### src/rtl/core/setc_pkg.sv
// Shared constants, types and codes of the Sobel edge threshold counter.
package setc_pkg;

    // Frame geometry.
    localparam int MAX_WIDTH = 2048;
    localparam int COL_W     = $clog2(MAX_WIDTH);
    localparam int WID_W     = 12;
    localparam int ROW_W     = 12;
    localparam int CW        = ((COL_W > WID_W) ? COL_W : WID_W) + 1;
    localparam int RW        = ROW_W + 1;

    // Field widths.
    localparam int PIX_W      = 8;
    localparam int THR_W      = 11;
    localparam int FAC_W      = 16;
    localparam int CNT_W      = 24;
    localparam int DENS_W     = 17;
    localparam int CONF_W     = 7;
    localparam int DENS_FRAC  = 16;
    localparam int SUM_W      = PIX_W + 2;
    localparam int MAG_W      = PIX_W + 3;

    // Frame summary arithmetic.
    localparam int INT_W      = CW + ROW_W;
    localparam int PROD_W     = CNT_W + FAC_W;
    localparam int SCL_W      = PROD_W + 7;
    localparam int CONFN_W    = SCL_W - 8;
    localparam int DIVD_W     = CNT_W + DENS_FRAC;

    // Configuration port.
    localparam int CFG_IDX_W  = 3;
    localparam int CFG_DATA_W = 16;

    localparam logic [CFG_IDX_W-1:0] REG_THRESHOLD = 3'd0;
    localparam logic [CFG_IDX_W-1:0] REG_FACTOR    = 3'd1;
    localparam logic [CFG_IDX_W-1:0] REG_WIDTH     = 3'd2;
    localparam logic [CFG_IDX_W-1:0] REG_HEIGHT    = 3'd3;
    localparam logic [CFG_IDX_W-1:0] REG_EMIT_MAP  = 3'd4;

    // Register reset values.
    localparam logic [THR_W-1:0] THRESHOLD_RST = 11'd100;
    localparam logic [FAC_W-1:0] FACTOR_RST    = 16'd256;
    localparam logic [WID_W-1:0] WIDTH_RST     = 12'd320;
    localparam logic [ROW_W-1:0] HEIGHT_RST    = 12'd240;

    // Result codes and limits.
    localparam logic KIND_MAP = 1'b0;
    localparam logic KIND_SUM = 1'b1;

    localparam logic DIV_DENS = 1'b0;
    localparam logic DIV_CONF = 1'b1;

    localparam logic [PIX_W-1:0]  EDGE_VAL  = 8'd255;
    localparam logic [PIX_W-1:0]  FLAT_VAL  = 8'd0;
    localparam logic [CNT_W-1:0]  CNT_MAX   = {CNT_W{1'b1}};
    localparam logic [DENS_W-1:0] DENS_MAX  = 17'h10000;
    localparam logic [CONF_W-1:0] CONF_MAX  = 7'd100;

    // Commands from the controller to the datapath.
    typedef struct packed {
        logic pix_take;
        logic shift;
        logic eval;
        logic load_map;
        logic calc_int;
        logic calc_prod;
        logic calc_scale;
        logic div_start;
        logic div_sel;
        logic store_dens;
        logic store_conf;
        logic load_sum;
    } dp_cmd_t;

    // Status from the datapath to the controller.
    typedef struct packed {
        logic map_due;
        logic frame_end;
        logic out_free;
        logic div_done;
        logic interior_zero;
    } dp_sts_t;

endpackage

### src/rtl/core/setc_ctrl.sv
// Controller: sequences pixel processing, map output and the frame summary.
module setc_ctrl (
    input  logic               clk,
    input  logic               rst_n,
    input  logic               pix_valid,
    output logic               pix_ready,
    input  setc_pkg::dp_sts_t  sts,
    output setc_pkg::dp_cmd_t  cmd
);

    localparam logic [3:0] S_IDLE  = 4'd0;
    localparam logic [3:0] S_READ  = 4'd1;
    localparam logic [3:0] S_CALC  = 4'd2;
    localparam logic [3:0] S_MAP   = 4'd3;
    localparam logic [3:0] S_INT   = 4'd4;
    localparam logic [3:0] S_PROD  = 4'd5;
    localparam logic [3:0] S_SCALE = 4'd6;
    localparam logic [3:0] S_DIVD  = 4'd7;
    localparam logic [3:0] S_DIVC  = 4'd8;
    localparam logic [3:0] S_SUM   = 4'd9;

    logic [3:0] state_reg;
    logic [3:0] state_next;

    // Next state and command decode.
    always_comb
    begin
        state_next = state_reg;
        cmd        = '0;
        pix_ready  = 1'b0;
        case (state_reg)
            S_IDLE:
            begin
                pix_ready = 1'b1;
                if (pix_valid)
                begin
                    cmd.pix_take = 1'b1;
                    state_next   = S_READ;
                end
            end
            S_READ:
            begin
                cmd.shift  = 1'b1;
                state_next = S_CALC;
            end
            S_CALC:
            begin
                cmd.eval   = 1'b1;
                state_next = S_MAP;
            end
            S_MAP:
            begin
                if (!sts.map_due || sts.out_free)
                begin
                    cmd.load_map = sts.map_due;
                    state_next   = sts.frame_end ? S_INT : S_IDLE;
                end
            end
            S_INT:
            begin
                cmd.calc_int = 1'b1;
                state_next   = S_PROD;
            end
            S_PROD:
            begin
                cmd.calc_prod = 1'b1;
                state_next    = S_SCALE;
            end
            S_SCALE:
            begin
                cmd.calc_scale = 1'b1;
                if (sts.interior_zero)
                begin
                    state_next = S_SUM;
                end
                else
                begin
                    cmd.div_start = 1'b1;
                    cmd.div_sel   = setc_pkg::DIV_DENS;
                    state_next    = S_DIVD;
                end
            end
            S_DIVD:
            begin
                cmd.div_sel = setc_pkg::DIV_CONF;
                if (sts.div_done)
                begin
                    cmd.store_dens = 1'b1;
                    cmd.div_start  = 1'b1;
                    state_next     = S_DIVC;
                end
            end
            S_DIVC:
            begin
                if (sts.div_done)
                begin
                    cmd.store_conf = 1'b1;
                    state_next     = S_SUM;
                end
            end
            S_SUM:
            begin
                if (sts.out_free)
                begin
                    cmd.load_sum = 1'b1;
                    state_next   = S_IDLE;
                end
            end
            default:
            begin
                state_next = S_IDLE;
            end
        endcase
    end

    // State register.
    always_ff @(posedge clk or negedge rst_n)
    begin
        if (!rst_n)
        begin
            state_reg <= S_IDLE;
        end
        else
        begin
            state_reg <= state_next;
        end
    end

endmodule

### config.mk
export PLATFORM = sky130hd
export DESIGN_NAME = setc_ctrl
export DESIGN_NICKNAME = d
export VERILOG_FILES = /design/src/rtl/core/setc_pkg.sv /design/src/rtl/core/setc_ctrl.sv
export SDC_FILE = /design/constraint.sdc
export NUM_CORES = 1
export LEC_CHECK = 0
export ABC_AREA = 0
export BUFFER_PORTS_ARGS = -buffer_cell sky130_fd_sc_hd__buf_2
export CAP_MARGIN = 40
export CELL_PAD_IN_SITES_DETAIL_PLACEMENT = 0
export CELL_PAD_IN_SITES_GLOBAL_PLACEMENT = 1
export CORE_AREA = 2 2 39 41
export CTS_BUF_LIST = sky130_fd_sc_hd__clkbuf_4 sky130_fd_sc_hd__clkbuf_8
export CTS_CLUSTER_DIAMETER = 60
export DETAILED_ROUTE_END_ITERATION = 7
export DIE_AREA = 0 0 41 43
export PLACE_DENSITY = 0.84
export SYNTH_ARGS = -nofsm -noshare
export SYNTH_HDL_FRONTEND = slang
export SYNTH_SLANG_ARGS = --single-unit
### constraint.sdc
create_clock -name clk -period 4.2 [get_ports clk]
set_input_delay 0 -clock clk [delete_from_list [all_inputs] [get_ports clk]]
set_output_delay 0 -clock clk [all_outputs]
set_load 0.05 [all_outputs]
# Yosys cells after proc, flatten, opt, wreduce, memory -nomap -nowiden
# Index checks and enable logic that the tools add are counted.
[classes]
n_lt_le_gt_ge = 0
add_sub_neg = 0
mul = 0
reduce_logical = 4
div = 0
muxes = 25
eq_ne = 14
shifts = 0
bitwise_logic = 0
[op_table]
columns = ["cell", "n"]
rows = [
  ["$pmux 4 s10", 1],
  ["$mux 4", 6],
  ["$eq 4x3->1 const B", 4],
  ["$mux 1", 15],
  ["$ne 2x2->1 const B", 5],
  ["$eq 4x2->1 const B", 2],
  ["$eq 4x4->1 const B", 2],
  ["$reduce_and 5->1", 1],
  ["$eq 4x1->1 const B", 1],
  ["$logic_not 4->1", 1],
  ["$pmux 2 s2", 1],
  ["$mux 3", 1],
  ["$mux 2", 1],
  ["$logic_not 1->1", 1],
  ["$logic_or 1x1->1", 1],
]
[word_totals]
latch_bits = 0
in_bits = 8
ram_bits = 0
mem_bits_ro = 0
register_bits = 4
memories = 0

# Longest topological paths before layout
# Gate-level depths: netlist of the first run.
[depth]
ltp_word = 4
ltp_mapped = 5
ltp_nobuf = 4

# Worst setup path after synthesis of the first run
# OpenSTA, ideal clock, no wires.
[synth_path]
kind = "reg2out"
startpoint = "register state_reg[0]"
endpoint = "output port cmd[11] (netlist name)"
path_slack_ns = 1.402
n_path_buf = 1
arrival_time_ns = 2.798
stages_incl_launch_ff = 4
cell_sequence = "dfrtp_1 -> buf_2 -> nor4_1 -> and2_1"
[synth_lines]
columns = ["item", "line_no", "rtl"]
rows = [
  ["start, declared", "setc_ctrl.sv:22", "logic [3:0] state_reg;"],
  ["start signal, assigned", "setc_ctrl.sv:125", "state_reg <= state_next;"],
  ["end, declared", "setc_ctrl.sv:8", "output setc_pkg::dp_cmd_t cmd"],
]

# Worst setup path in the final report of the first run
[layout_path]
startpoint = "register state_reg[3]"
endpoint = "register state_reg[3]"
[layout_via]
elab_chain_cells = 3
elab_cells_between_ends = 17
classes_between = "eq/ne (14); mux (1); reduce/logical (2)"
[layout_rtl]
columns = ["item", "line_no", "rtl"]
rows = [
  ["$eq 4x2->1, or another cell as far along", "setc_ctrl.sv:31", "case (state_reg)"],
  ["$ne 2x2->1 (no line)", "n/a", ""],
  ["$reduce_and 5->1 (no line)", "n/a", ""],
]
# Parallel ways exist; a longest one is shown, timed or not.
# A chain may end at the register's enable or synchronous reset.

==> reports/metrics.csv, run 1 <==
stage;metric;value;unit
final_layout;layout cells sized above 1;40.0;%
timing;final hold slack;0.0956;ns
logic_synthesis;Mapped Cells;55;
floorplanning;initial core utilization;31.2;%
place;Port Buffer Count;20;
logic_synthesis;synthesized net count;63;
cts;CTS tree;yes;
critical_path;Worst Setup Start Kind;flip-flop;
route;Detailed Route WL;1080;um
logic_synthesis;unique cell type count in the Yosys netlist;27;
critical_path;maximum fanout along the worst path;12;
logic_synthesis;post-synthesis sequential area ratio;23.2;%
place;dpl hpwl;803;um
timing;Setup Viol. Count Final;0;
global_routing;remaining global-route overflow;0;
timing;Clock Skew;0.00412;ns
place;placed insts;87;
global_routing;largest net degree at the start of global routing;14;
timing;setup slack after layout;2.46;ns
route;Iter 0 DRT Violations;16;
floorplanning;core area;0.00138;mm^2
floorplanning;total die area;0.00176;mm^2
route;# DRC;0;
place;pre-CTS setup slack;2.48;ns
logic_synthesis;Post-Synth XOR/XNOR Area;0;%
floorplanning;Die Ht;43;um
logic_synthesis;Synth warnings;0;
power_and_ir_drop;Pwr Density;828;mW/mm^2
logic_synthesis;post-synthesis mux area share;8.41;%
timing;Worst-Margin Slew;0.478;ns
cts;Root Buffer;clkbuf_4;
critical_path;required time worst endpoint;4.32;ns
timing;max frequency;0.575;GHz
logic_synthesis;largest family of logic cells by synthesized area;simple AND/OR/NAND/NOR gates;
route;vias per cell;5.21;
timing;Worst slew margin;68.1;%
power_and_ir_drop;Leak;0.282;nW
global_routing;GRT Util Overall;15.3;%
logic_synthesis;Post-Syn Area;432;um^2
critical_path;r2r worst-path depth;4;
logic_synthesis;Post-Synth Adder-Cell Area;0;%
timing;Hold Vio Cnt, Final;0;
cts;H-tree levels;1;
final_layout;number of flip-flops in the largest register;4;
timing;max-slew violations;0;
timing;Setup Total Neg Slack;0;ns
logic_synthesis;Post-synth top flop;dfrtp_1;
cts;Num CTS Buffers;3;
route;routed via count;474;
logic_synthesis;Post-synth EDFFs;0;
cts;CTS sink cnt;4;
logic_synthesis;FFs w/ async S/R, synth;100;%
final_layout;most frequent cells in the layout;buf_2 (20), nor2_1 (8), nand2_1 (6);
cts;# resized after CTS;0;
logic_synthesis;Syn Area/Cell;7.85;um^2
timing;Tcrit/Tclk final;41.4;%
final_layout;ant diodes;0;
place;routability cong.;0.756;
global_routing;first-pass GRT wire length;1700;um
timing;RSZ-0062 raised after global routing;no;
cts;clock latency on the worst-skew pair;0.24;ns
worst_hold_path;worst min path class;in2async;
logic_synthesis;synthesis-stage register bit count;4;
route;drt pass-1 iters;4;
logic_synthesis;Compound-Gate Fraction of Synth Area;18.6;%
outcome;outcome;complete, no violations;
route;antenna-violating nets left;0;
timing;Period minus WS final;1.74;ns
global_routing;antenna violations before repair;0;
power_and_ir_drop;Worst IR Drop VDD;0.203;mV
floorplanning;row count;14;
logic_synthesis;simple-gate share of the synthesized area;40.6;%
critical_path;WS Path Type;reg2reg;
cts;clock slew at reported path FFs;0.04;ns
final_layout;Nets;85;
global_routing;number of global-route vias before repair;417;
cts;clock tree buffer depth;2;
run;Maximum Capacitance Violations;0;
final_layout;most common cell after layout, fill and taps aside;buf_2;
route;routed len/inst;11.8;um
critical_path;Worst Setup End Kind;flip-flop;
final_layout;P&R area growth vs syn;28.7;%
floorplanning;Die X;41;um
critical_path;crit path DAT;1.86;ns
final_layout;fin cells;91;
floorplanning;io pins;21;
kinds of logic (layout without fill, tap and decap cells):
logic type | count (synthesis) | after routing
AOI/OAI and AO/OA | 10 | 10
buffers and inverters | 7 | 27
DFF | 4 | 4
muxes | 3 | 3
and+or+nand+nor | 31 | 31
worst max-delay path, stage by stage (launching register included):
cell and delay [ns]:
dfrtp_1 0.55, nand2b_2 0.27, nor3_2 0.09, a311oi_4 0.38, mux2_4 0.33
Yosys cell counts (2+ instances only):
| cell | n | area, um^2 |
|---|---|---|
| nor3_1 | 4 | 20.0 |
| and2_1 | 2 | 12.5 |
| o21ai_0 | 4 | 20.0 |
| buf_2 | 2 | 10.0 |
| nand2_1 | 6 | 22.5 |
| dfrtp_1 | 4 | 100 |
| nor2_1 | 8 | 30.0 |
| inv_1 | 3 | 11.3 |
| nor4_1 | 2 | 12.5 |
| and3_1 | 2 | 12.5 |
| a21oi_1 | 2 | 10.0 |
layout make-up:
| type | count | area (um^2) |
|---|---|---|
| clock buffers | 3 | 22.5 |
| fillers | 158 | 828 |
| inverters | 3 | 11.3 |
| multi-input cells | 44 | 292 |
| flip-flops and latches | 4 | 100 |
| well taps | 16 | 20.0 |
| repair buffers | 21 | 110 |
power breakdown:
group / switching [mW] / internal [mW]
logic: 0.198 / 0.0952
clock network: 0.0161 / 0.0320
registers: 0.0632 / 0.0551
stage by stage:
stage	power (mW)	area, um^2	util (%)
3_5_place_dp	0.412	523	37.8
3_3_place_gp	0.410	523	37.8
5_1_grt	0.498	556	40.1
6_report	0.460	556	40.1
4_1_cts	0.462	556	40.1
2_1_floorplan	0.365	432	-
final timing paths:
| kind | from | endpoint | slack [ns] |
|---|---|---|---|
| max in group asynchronous | rst_n | state_reg[2] | 3.99 |
| min in group clk | sts[0] | state_reg[1] | 0.15 |
| worst max register to register | state_reg[3] | state_reg[3] | 2.46 |
| worst max-delay path | state_reg[3] | state_reg[3] | 2.46 |
| worst min-delay path | rst_n | state_reg[3] | 0.1 |
| worst min register to register | state_reg[3] | state_reg[1] | 0.72 |
timing repair:
item | in CTS | in global routing
hold endpoints to repair | 4 | 0
setup buffers | 0 | 0
hold buffers | 1 | 0
layer usage:
layer	track usage [%]	vias to the layer above	wire length, um
met1	17.2	215	396
met2	21.9	19	567
met4	15.3	0	48
li1	-	234	-
met5	0	-	0
met3	3.14	6	65
Note: power is estimated with default switching activity, not from simulation.
==> run 2, diff against run 1 <==
CORE_AREA = default   (was 2 2 39 41)
CORE_UTILIZATION = 28   (was default)
DIE_AREA = default   (was 0 0 41 43)
PLACE_DENSITY = 0.77   (was 0.84)
clock period = 1.45 ns   (was 4.2 ns; I/O delays follow)
==> run 2 against run 1 <==
Against the previous run: the run now ends with negative setup slack left; count of clock-buffer cells in the layout did not move; largest cell class unchanged; largest power group unchanged; combinational power rose to 5.3 times the previous value; non-clock buffer count rose by 19; highest routed layer is now met3.
==> reports/metrics.csv, run 2 (same netlist as run 1, synthesis figures left out) <==
stage;metric;value;unit
power_and_ir_drop;Worst IR Drop VDD;1.52;mV
final_layout;post-route cell area;833;um^2
global_routing;GRT Util Overall;20.1;%
route;drt pass-1 iters;3;
critical_path;WS Path Type;reg2reg;
run;Maximum Capacitance Violations;0;
global_routing;largest net degree at the start of global routing;8;
place;Port Buffer Count;20;
cts;clock tree buffer depth;2;
final_layout;Nets;104;
timing;final hold slack;0.106;ns
final_layout;most frequent cells in the layout;buf_4 (26), nor2_1 (7), buf_2 (7), nand2_1 (6);
timing;setup slack after layout;-0.0498;ns
final_layout;number of flip-flops in the largest register;4;
cts;CTS sink cnt;4;
timing;Hold Vio Cnt, Final;0;
power_and_ir_drop;Pwr Density;2320;mW/mm^2
cts;clock latency on the worst-skew pair;0.24;ns
outcome;outcome;complete, but fails checks;
cts;Num CTS Buffers;3;
global_routing;number of global-route vias before repair;496;
timing;Worst-Margin Slew;0.294;ns
place;pre-CTS setup slack;-0.0832;ns
timing;max frequency;0.667;GHz
critical_path;critical path, cell by cell;mux2_4, nor4_4, a311oi_4, buf_4, a31o_1;
place;routability cong.;0.806;
timing;Clock Skew;0.00226;ns
power_and_ir_drop;Combinational Power Share;79.9;%
global_routing;remaining global-route overflow;0;
critical_path;r2r worst-path depth;5;
timing;Period minus WS final;1.50;ns
route;vias per cell;5.08;
final_layout;P&R area growth vs syn;93.0;%
power_and_ir_drop;Total Power;1.93;mW
final_layout;most common cell after layout, fill and taps aside;buf_4;
critical_path;crit-path max cell delay;0.44;ns
global_routing;first-pass GRT wire length;2130;um
route;routed len/inst;13.6;um
floorplanning;io pins;21;
floorplanning;row count;13;
power_and_ir_drop;sequential share of power;12.7;%
power_and_ir_drop;Cell Int Power;0.929;mW
route;routed via count;554;
outcome;failing checks;negative setup slack;
critical_path;Worst Setup Start Kind;flip-flop;
floorplanning;Die Ht;41.3;um
floorplanning;core area;0.00137;mm^2
floorplanning;initial core utilization;31.6;%
critical_path;Slowest cell on crit path;dfrtp_2;
timing;Setup Viol. Count Final;3;
timing;Setup Total Neg Slack;-0.0706;ns
final_layout;ant diodes;0;
critical_path;Worst Setup End Kind;flip-flop;
timing;RSZ-0062 raised after global routing;yes;
power_and_ir_drop;clock share of power;7.4;%
timing;max-slew violations;0;
cts;CTS tree;yes;
floorplanning;total die area;0.00170;mm^2
route;Detailed Route WL;1480;um
timing;Worst slew margin;80.3;%
timing;Tcrit/Tclk final;103;%
critical_path;crit path DAT;1.63;ns
power_and_ir_drop;Psw;1.00;mW
floorplanning;Die X;41.3;um
cts;H-tree levels;1;
place;DP Area;672;um^2
critical_path;reg2reg start;state_reg[3];
global_routing;antenna violations before repair;0;
power_and_ir_drop;sw frac;51.9;%
critical_path;CP startpoint;state_reg[3];
final_layout;layout cells sized above 1;66.0;%
critical_path;required time worst endpoint;1.58;ns
route;antenna-violating nets left;0;
place;dpl hpwl;1010;um
power_and_ir_drop;Leak;0.403;nW
cts;clock slew at reported path FFs;0.04;ns
route;Iter 0 DRT Violations;6;
route;# DRC;0;
cts;Root Buffer;clkbuf_4;
worst_hold_path;worst min path class;in2async;
critical_path;maximum fanout along the worst path;6;
[run 2: changes by cell type in the layout (fill, tap and decap cells not counted), moves of 3 or more]
cell,before,now
buf_4,0,26
buf_6,0,3
buf_2,20,7
nor3_2,1,4
nor3_1,4,0
[run 2: worst paths after layout]
check	to	slack, ns
max reg2reg	state_reg[2]	-0.05
max in group asynchronous	state_reg[1]	1.21
min	state_reg[2]	0.11
min in group clk	state_reg[1]	0.14
max	state_reg[2]	-0.05
min reg2reg	state_reg[0]	0.76
[run 2: per-layer routing]
metal	vias to the layer above	global-route usage, %	part of all wire (%)
met5	-	0	0
met4	0	9.68	0
met3	0	6.52	4.7
met2	18	36.3	56
met1	263	20.5	39
li1	273	-	-
[run 2: cell type report]
| class | count | area, um^2 |
|---|---|---|
| clock buffers | 3 | 22.5 |
| fillers | 126 | 533 |
| flip-flops and latches | 4 | 103 |
| repair buffers | 40 | 312 |
| multi-input cells | 44 | 364 |
| well taps | 15 | 18.8 |
| inverters | 3 | 13.8 |
[run 2: worst max-delay path: cells and delay by family (launching register included)]
family / cells / cell delay [ns]
and+or+nand+nor: 1 / 0.20
muxes: 1 / 0.32
DFF: 1 / 0.44
buffers and inverters: 1 / 0.16
AOI/OAI and AO/OA: 2 / 0.26
[run 2: power groups by stage]
stage	logic [mW]	clock network [mW]	registers [mW]
after global routing	1.64	0.160	0.251
after global placement	1.25	0	0.250
after CTS	1.32	0.151	0.259
after detailed placement	1.25	0	0.253
final	1.54	0.144	0.245
after floorplan	0.933	0	0.215
[run 2: per-stage QoR]
step	util, %	instances
floorplan	-	55
global placement	49.2	100
detailed placement	49.2	100
CTS	54.7	105
global route	61.0	109
finish	61.0	109
[run 2: timing repair]
item	4_1_cts	5_1_grt
pin swaps	0	2
resized for setup	14	22
buffers inserted	1	4
hold buffers	1	0
hold endpoints to repair	4	0
setup endpoints to repair	13	17
